## src/hw/rtl/spsg_pkg.sv

```systemverilog
// Shared constants and types for the speed spike glitch detector.
`default_nettype none

package spsg_pkg;

  localparam int unsigned WIN_LEN_DEFAULT = 10;
  localparam int unsigned SPEED_W         = 8;
  localparam int unsigned POS_W           = 6;

  localparam logic [SPEED_W-1:0] SPEED_INVALID   = 8'hFF;
  localparam logic [SPEED_W-1:0] MIN_START       = 8'd200;
  localparam logic [SPEED_W-1:0] THRESHOLD_RESET = 8'd37;

  typedef enum logic [1:0] {
    SCAN_IDLE,
    SCAN_RUN,
    SCAN_DONE
  } scan_state_t;

  typedef struct packed {
    logic               unstable;
    logic [SPEED_W-1:0] max_speed;
    logic [POS_W-1:0]   max_position;
    logic [SPEED_W-1:0] min_speed;
  } spsg_res_t;

endpackage

`default_nettype wire

```

## src/hw/rtl/spsg_mem.sv

```systemverilog
// Sample window memory: one write port, one registered read port, per-entry valid bits.
`default_nettype none

module spsg_mem
  import spsg_pkg::*;
#(
  parameter int unsigned WINDOW_LENGTH = WIN_LEN_DEFAULT,
  localparam int unsigned AW = $clog2(WINDOW_LENGTH)
) (
  input  wire logic               clk,
  input  wire logic               rst_n,
  input  wire logic               wr_en,
  input  wire logic [AW-1:0]      wr_addr,
  input  wire logic [SPEED_W-1:0] wr_data,
  input  wire logic [AW-1:0]      rd_addr,
  output logic      [SPEED_W-1:0] rd_speed
);

  logic [SPEED_W-1:0]       mem [WINDOW_LENGTH];
  logic [WINDOW_LENGTH-1:0] vld_r;
  logic [SPEED_W-1:0]       rd_data_r;
  logic                     rd_vld_r;

  always_ff @(posedge clk) begin
    if (wr_en) begin
      mem[wr_addr] <= wr_data;
    end
    rd_data_r <= mem[rd_addr];
  end

  // Entries never written read back as invalid samples.
  always_ff @(posedge clk) begin
    if (!rst_n) begin
      vld_r    <= '0;
      rd_vld_r <= 1'b0;
    end else begin
      if (wr_en) begin
        vld_r[wr_addr] <= 1'b1;
      end
      rd_vld_r <= vld_r[rd_addr];
    end
  end

  assign rd_speed = rd_vld_r ? rd_data_r : SPEED_INVALID;

endmodule

`default_nettype wire

```

## src/hw/rtl/spsg_scan.sv

```systemverilog
// Scan sequencer: stores the new sample and walks the window oldest to newest.
`default_nettype none

module spsg_scan
  import spsg_pkg::*;
#(
  parameter int unsigned WINDOW_LENGTH = WIN_LEN_DEFAULT,
  localparam int unsigned AW = $clog2(WINDOW_LENGTH),
  localparam int unsigned CW = $clog2(WINDOW_LENGTH + 1)
) (
  input  wire logic               clk,
  input  wire logic               rst_n,
  input  wire logic               in_valid,
  input  wire logic [SPEED_W-1:0] in_speed,
  output logic                    in_stall,
  input  wire logic [SPEED_W-1:0] threshold,
  output logic                    mem_wr_en,
  output logic      [AW-1:0]      mem_wr_addr,
  output logic      [SPEED_W-1:0] mem_wr_data,
  output logic      [AW-1:0]      mem_rd_addr,
  input  wire logic [SPEED_W-1:0] mem_rd_speed,
  output logic                    res_valid,
  input  wire logic               res_ready,
  output spsg_res_t               res
);

  localparam logic [AW-1:0]    LAST_ADDR = AW'(WINDOW_LENGTH - 1);
  localparam logic [CW-1:0]    CNT_END   = CW'(WINDOW_LENGTH);
  localparam logic [POS_W-1:0] NEWEST    = POS_W'(WINDOW_LENGTH - 1);

  scan_state_t        state_r, state_nxt;
  logic [AW-1:0]      wp_r;
  logic [AW-1:0]      rd_ptr_r;
  logic [CW-1:0]      cnt_r;
  logic [SPEED_W-1:0] lo_r, hi_r;
  logic [POS_W-1:0]   pos_r;
  logic               bad_r;

  logic               accept;
  logic               issue;
  logic               process_smp;
  logic [POS_W-1:0]   idx;
  logic [SPEED_W-1:0] lo_nxt, hi_nxt;
  logic [POS_W-1:0]   pos_nxt;
  logic               bad_nxt;
  logic               jump;

  function automatic logic [AW-1:0] ptr_inc(input logic [AW-1:0] p);
    return (p == LAST_ADDR) ? '0 : p + AW'(1);
  endfunction

  // Next state
  always_comb begin
    state_nxt = state_r;
    unique case (state_r)
      SCAN_IDLE: if (in_valid)          state_nxt = SCAN_RUN;
      SCAN_RUN:  if (cnt_r == CNT_END)  state_nxt = SCAN_DONE;
      SCAN_DONE: if (res_ready)         state_nxt = SCAN_IDLE;
      default:                          state_nxt = SCAN_IDLE;
    endcase
  end

  // Outputs
  always_comb begin
    in_stall  = 1'b1;
    res_valid = 1'b0;
    issue     = 1'b0;
    unique case (state_r)
      SCAN_IDLE: in_stall  = 1'b0;
      SCAN_RUN:  issue     = (cnt_r != CNT_END);
      SCAN_DONE: res_valid = 1'b1;
      default:   in_stall  = 1'b1;
    endcase
  end

  assign accept      = in_valid && !in_stall;
  assign process_smp = (state_r == SCAN_RUN) && (cnt_r != '0) && !bad_r;
  assign idx         = POS_W'(cnt_r - CW'(1));

  assign mem_wr_en   = accept;
  assign mem_wr_addr = wp_r;
  assign mem_wr_data = in_speed;
  assign mem_rd_addr = rd_ptr_r;

  // One window entry per cycle: track minimum, last maximum after it, stop on invalid.
  always_comb begin
    lo_nxt  = lo_r;
    hi_nxt  = hi_r;
    pos_nxt = pos_r;
    bad_nxt = bad_r;
    if (mem_rd_speed == SPEED_INVALID) begin
      hi_nxt  = SPEED_INVALID;
      bad_nxt = 1'b1;
    end else begin
      if (mem_rd_speed <= lo_r) begin
        lo_nxt  = mem_rd_speed;
        hi_nxt  = '0;
        pos_nxt = '0;
      end
      if (mem_rd_speed >= hi_nxt) begin
        hi_nxt  = mem_rd_speed;
        pos_nxt = idx;
      end
    end
  end

  always_ff @(posedge clk) begin
    if (!rst_n) begin
      state_r <= SCAN_IDLE;
      wp_r    <= '0;
      cnt_r   <= '0;
    end else begin
      state_r <= state_nxt;
      if (accept) begin
        wp_r  <= ptr_inc(wp_r);
        cnt_r <= '0;
      end else if (state_r == SCAN_RUN && cnt_r != CNT_END) begin
        cnt_r <= cnt_r + CW'(1);
      end
    end
  end

  always_ff @(posedge clk) begin
    if (accept) begin
      rd_ptr_r <= ptr_inc(wp_r);
      lo_r     <= MIN_START;
      hi_r     <= '0;
      pos_r    <= '0;
      bad_r    <= 1'b0;
    end else begin
      if (issue) begin
        rd_ptr_r <= ptr_inc(rd_ptr_r);
      end
      if (process_smp) begin
        lo_r  <= lo_nxt;
        hi_r  <= hi_nxt;
        pos_r <= pos_nxt;
        bad_r <= bad_nxt;
      end
    end
  end

  assign jump = (hi_r >= lo_r) && ((hi_r - lo_r) >= threshold) && (pos_r == NEWEST);

  always_comb begin
    res.unstable     = bad_r || jump;
    res.max_speed    = hi_r;
    res.max_position = pos_r;
    res.min_speed    = lo_r;
  end

endmodule

`default_nettype wire

```

## src/hw/rtl/speed_spike_glitch_detector_top.sv

```systemverilog
// Speed spike glitch detector: sliding window of speed samples with jump check.
//
// Input channel: in_valid / in_stall carry one speed sample per request;
// 255 marks an invalid sample. Result channel: out_valid / out_stall carry
// one result per request (unstable flag, maximum, its position, minimum).
// Config channel: cfg_valid / cfg_ready write jump_threshold; write it only
// while no request is in flight. cfg_ready is always high.
//
// From acceptance, the scan walks the window and hands its result to the
// result register: the window memory has one read port with a registered
// output, so the scan reads one entry per cycle.
// The next sample is accepted once the scan has handed its result over, so
// a new request is not accepted while the last one is still in the scan.
// Reset clears the window to invalid samples through per-entry valid bits,
// so the first WINDOW_LENGTH-1 results flag unstable; threshold resets to 37.
// A stalled result is held in the output register; the scan of the next
// request may run meanwhile and then waits until the register frees up.
`default_nettype none

module speed_spike_glitch_detector_top
  import spsg_pkg::*;
#(
  parameter int unsigned WINDOW_LENGTH = WIN_LEN_DEFAULT,
  localparam int unsigned AW = $clog2(WINDOW_LENGTH)
) (
  input  wire logic               clk,
  input  wire logic               rst_n,
  input  wire logic               in_valid,
  output logic                    in_stall,
  input  wire logic [SPEED_W-1:0] in_speed,
  output logic                    out_valid,
  input  wire logic               out_stall,
  output logic                    out_unstable,
  output logic      [SPEED_W-1:0] out_max_speed,
  output logic      [POS_W-1:0]   out_max_position,
  output logic      [SPEED_W-1:0] out_min_speed,
  input  wire logic               cfg_valid,
  output logic                    cfg_ready,
  input  wire logic [SPEED_W-1:0] cfg_jump_threshold
);

  logic [SPEED_W-1:0] threshold_r;
  logic               out_valid_r;
  spsg_res_t          out_r;

  logic               mem_wr_en;
  logic [AW-1:0]      mem_wr_addr;
  logic [SPEED_W-1:0] mem_wr_data;
  logic [AW-1:0]      mem_rd_addr;
  logic [SPEED_W-1:0] mem_rd_speed;
  logic               res_valid;
  logic               res_ready;
  spsg_res_t          res;

  spsg_mem #(
    .WINDOW_LENGTH(WINDOW_LENGTH)
  ) u_mem (
    .clk      (clk),
    .rst_n    (rst_n),
    .wr_en    (mem_wr_en),
    .wr_addr  (mem_wr_addr),
    .wr_data  (mem_wr_data),
    .rd_addr  (mem_rd_addr),
    .rd_speed (mem_rd_speed)
  );

  spsg_scan #(
    .WINDOW_LENGTH(WINDOW_LENGTH)
  ) u_scan (
    .clk          (clk),
    .rst_n        (rst_n),
    .in_valid     (in_valid),
    .in_speed     (in_speed),
    .in_stall     (in_stall),
    .threshold    (threshold_r),
    .mem_wr_en    (mem_wr_en),
    .mem_wr_addr  (mem_wr_addr),
    .mem_wr_data  (mem_wr_data),
    .mem_rd_addr  (mem_rd_addr),
    .mem_rd_speed (mem_rd_speed),
    .res_valid    (res_valid),
    .res_ready    (res_ready),
    .res          (res)
  );

  assign cfg_ready = 1'b1;
  assign res_ready = !out_valid_r || !out_stall;

  always_ff @(posedge clk) begin
    if (!rst_n) begin
      threshold_r <= THRESHOLD_RESET;
      out_valid_r <= 1'b0;
    end else begin
      if (cfg_valid && cfg_ready) begin
        threshold_r <= cfg_jump_threshold;
      end
      if (res_ready) begin
        out_valid_r <= res_valid;
      end
    end
  end

  // Load a finished result whenever the output register is free or drains.
  always_ff @(posedge clk) begin
    if (res_valid && res_ready) begin
      out_r <= res;
    end
  end

  assign out_valid        = out_valid_r;
  assign out_unstable     = out_r.unstable;
  assign out_max_speed    = out_r.max_speed;
  assign out_max_position = out_r.max_position;
  assign out_min_speed    = out_r.min_speed;

  a_busy_after_accept: assert property (@(posedge clk) disable iff (!rst_n)
    (in_valid && !in_stall) |=> in_stall)
    else $error("input accepted again while a scan was starting");

  a_invalid_flags: assert property (@(posedge clk) disable iff (!rst_n)
    (res_valid && res.max_speed == SPEED_INVALID) |-> res.unstable)
    else $error("invalid sample met without unstable flag");

  a_min_bound: assert property (@(posedge clk) disable iff (!rst_n)
    res_valid |-> (res.min_speed <= MIN_START))
    else $error("window minimum above start value");

  a_no_overwrite: assert property (@(posedge clk) disable iff (!rst_n)
    (out_valid_r && out_stall) |=> (out_valid_r && $stable(out_r)))
    else $error("stalled result changed");

endmodule

`default_nettype wire
```

## config.mk

```make
export PLATFORM = sky130hd
export DESIGN_NAME = speed_spike_glitch_detector_top
export DESIGN_NICKNAME = d
export VERILOG_FILES = /design/src/hw/rtl/spsg_pkg.sv /design/src/hw/rtl/spsg_mem.sv /design/src/hw/rtl/spsg_scan.sv /design/src/hw/rtl/speed_spike_glitch_detector_top.sv
export SDC_FILE = /design/constraint.sdc
export NUM_CORES = 1
export LEC_CHECK = 0
export BUFFER_PORTS_ARGS = -buffer_cell sky130_fd_sc_hd__buf_2
export CORE_MARGIN = 2
export CORE_UTILIZATION = 54
export CTS_CLUSTER_DIAMETER = 100
export CTS_CLUSTER_SIZE = 24
export DETAILED_ROUTE_END_ITERATION = 16
export PLACE_DENSITY = 0.75
export REMOVE_ABC_BUFFERS = 1
export SYNTH_ARGS = -nofsm -noshare
export SYNTH_HDL_FRONTEND = slang
export SYNTH_SLANG_ARGS = --single-unit
```

## constraint.sdc

```tcl
create_clock -name clk -period 3.64 [get_ports clk]
set_clock_uncertainty 0.2 [all_clocks]
set_input_delay 0.182 -clock clk [delete_from_list [all_inputs] [get_ports clk]]
set_output_delay 0.182 -clock clk [all_outputs]
set_load 0.02 [all_outputs]
```

==> flow_metrics.tcl <==
set metrics [dict create \
    drv_slew 0 \
    initial_core_util_pct 55.3 \
    vias 4805 \
    synth_adder_area_share_pct 6.25 \
    h-tree-depth 4 \
    finalCriticalPeriod_ns 3.54 \
    fin_crit_sh_pct 97.2 \
    antenna_found_initial 0 \
    grt.overflow.total 0 \
    p_comb_share_pct 10.6 \
    cp-end-kind "flop" \
    fin_nets 708 \
    die-area_um2 14500 \
    diodes 0 \
    async_reset_ff_share_pct 0 \
    drt-vias-per-instance 5.72 \
    pwr-share-seq_pct 51.1 \
    clock_latency_ns 0.43 \
    rrSetupSlack_ns 0.10 \
    ys_types 54 \
    final_common_cell "edfxtp_1" \
    synth-seq-cells 166 \
    grt_max_degree 33 \
    dr.pass1.iters 7 \
    power.switching_mw 1.04 \
    min_path_cells 3 \
    die_x_um 120 \
    drc 0 \
    synth-xor-area-share_pct 1.43 \
    grtUsageMet1_pct 25.6 \
    routedWlPerCell_um 17.5 \
    setup_viol 0 \
    synth-compound-area-share_pct 10.2 \
    portBuffers 45 \
    synth_area_leaders "edfxtp_1 43%, dfxtp_1 16%, ha_1 6.0%, mux4_2 5.5%, mux2i_1 2.5%" \
    dp_cells 780 \
    syn_area_um2 7330 \
    synth-edff-count 106 \
    core_area_um2 13200 \
    p_leak_nw 3.21 \
    fillers 995 \
    synth-simple-area-share_pct 11.1 \
    tightestPinTransition_ns 1.19 \
    fin_setup_tns_ns 0 \
    fmax_mhz 283 \
    area_growth_pct 18.7 \
    crit_required_ns 3.77 \
    dp_hpwl_um 9770 \
    syn_avg_cell_area_um2 12.9 \
    switching_share_pct 24.7 \
    wl_um 14700 \
    hp-class "in2reg" \
    mostFrequentLayoutCells "106 x edfxtp_1, 59 x dfxtp_1, 46 x buf_2" \
    num_rows 42 \
    grt.met3_usage_pct 4.43 \
    hold_viol_final 0 \
    cts_sinks 166 \
    power.density_nw_per_um2 485 \
    grtUsageMet2_pct 37.4 \
    arrival_ns 3.67 \
    synthMuxAreaShare_pct 7.99 \
    drtIter0Drc 408 \
    numCtsBuffers 17 \
    post-synth-top-area-fraction_pct 43.4 \
    status "complete, no violations" \
    root_buffer "clkbuf_16" \
    r2r_cells 15 \
    cts_tree "built" \
    instances_no_fill 840 \
    yosysWarnings 0 \
    cap_violations 0 \
    ys_seq_area_share_pct 59.8 \
    busiest_layer "met2" \
    grt_pass1_wl_um 23700 \
    die_y_um 120 \
    grt_pass1_vias 4802 \
    syn_inst 568 \
    crit_path_start_kind "flop" \
    critPathMaxFanout 6 \
    synthFlopType "edfxtp_1" \
    cts.clk_slew.worst_paths_ns 0.07 \
    io_pins 47 \
    clock_power_share_pct 38.3 \
    grt_use_total_pct 21.5 \
    gp_congestion 0.877 \
    synth_top_family_by_area "simple AND/OR/NAND/NOR gates" \
    path_class "reg2reg" \
    max_slew_margin_pct 20.9 \
    peakVddDrop_uv 475 \
    clockBufferDepth 2 \
    synth.largest_area_cell "edfxtp_1" \
    p_int_mw 3.18 \
    detail-route-antenna-nets 0 \
    drive_above_1_share_pct 21.2 \
]
[power by group through the flow]
stage               sequential [mW]  clock, mW  combinational [mW]
floorplan                      2.18          0               0.268
global placement               2.19          0               0.391
detailed placement             2.20          0               0.408
CTS                            2.16       1.64               0.433
global route                   2.17       1.72               0.490
finish                         2.16       1.62               0.445
[synth_stat cells (4+ instances only)]
master and count:
a21oi_1 18, nor3_1 16, a211oi_2 4, nand2_1 32, nand3_1 10, a211oi_1 18, mux2i_1 18, nand4_1 6
clkbuf_1 15, inv_1 23, mux4_2 18, o21a_1 13, nand2b_1 18, or3_1 4, ha_1 35, o211ai_1 5
a21o_1 5, a21boi_0 5, buf_2 4, xnor2_1 11, nor2b_1 19, o21ai_0 26, dfxtp_1 60, edfxtp_1 106
nor2_1 35
[state kept, by name, summed over array words and instances, names as in the netlist, 5 cells and up]
name              flops
u_mem.mem            80
u_mem.vld_r          10
out_max_speed         8
out_min_speed         8
threshold_r           8
u_mem.rd_data_r       8
u_scan.hi_r           8
u_scan.lo_r           8
out_max_position      5
u_scan.pos_r          5
[worst paths after layout]
| check | end | startpoint |
|---|---|---|
| max | u_scan.hi_r[3] | u_mem.rd_vld_r |
| min | threshold_r[3] | cfg_valid |
| max reg2reg | u_scan.hi_r[3] | u_mem.rd_vld_r |
| min reg2reg | out_min_speed[7] | u_scan.lo_r[7] |
[final cells by class]
cell class	instances	area, µm²	area share (%)
clock inverter	13	98.8	1.14
timing repair buffer	92	659	7.58
sequential	166	4390	50.4
tap	176	220	2.53
inverter	23	86.3	0.992
clock buffer	19	433	4.98
multi-input combinational	351	2820	32.4
[stage by stage]
stage               utilization [%]  setup slack [ns]  power, mW  hold WS (ns)  instance area, µm²
finish                         65.7             0.103       4.22        0.0115                8700
global route                   65.7           -0.0300       4.38        0.0367                8700
CTS                            64.7           0.00597       4.23       0.00607                8570
detailed placement             58.8           -0.0782       2.60         0.211                7790
global placement               58.8             0.111       2.59         0.198                7790
floorplan                         -            0.0564       2.45        0.0439                7180
[critical path: stages, from the launching register on]
cell       delay [ns]
dfxtp_4          0.39
buf_6            0.13
nand2b_4         0.08
ha_4             0.27
nand4_1          0.18
nand2b_4         0.21
o22ai_4          0.17
buf_6            0.15
nand2_1          0.10
ha_1             0.32
a2111oi_2        0.35
and4b_2          0.31
nor2_4           0.10
buf_4            0.15
nor3_1           0.06
a211oi_1         0.25
[cell families after synthesis]
logic type	count (synthesis)
flops	166
simple gates	156
compound gates	110
buf+inv	51
fa+ha+maj	36
mux	36
xor+xnor	12
other cells	1
[layer usage]
layer	vias up	wire length (µm)	share of wire, %
li1	2279	-	-
met1	2349	6040	41
met2	133	7590	52
met3	44	586	4.0
met4	0	491	3.3
met5	-	0	0
[timing repair]
| item | 4_1_cts | 5_1_grt |
|---|---|---|
| endpoints found under the setup margin | 8 | 13 |
| buffers inserted | 0 | 3 |
| gates resized for setup | 2 | 26 |
| hold endpoints to repair | 91 | 0 |
| gates cloned | 0 | 1 |
| pin swaps | 0 | 8 |
| hold buffers | 24 | 0 |
Power figures use the tool's default switching activity.
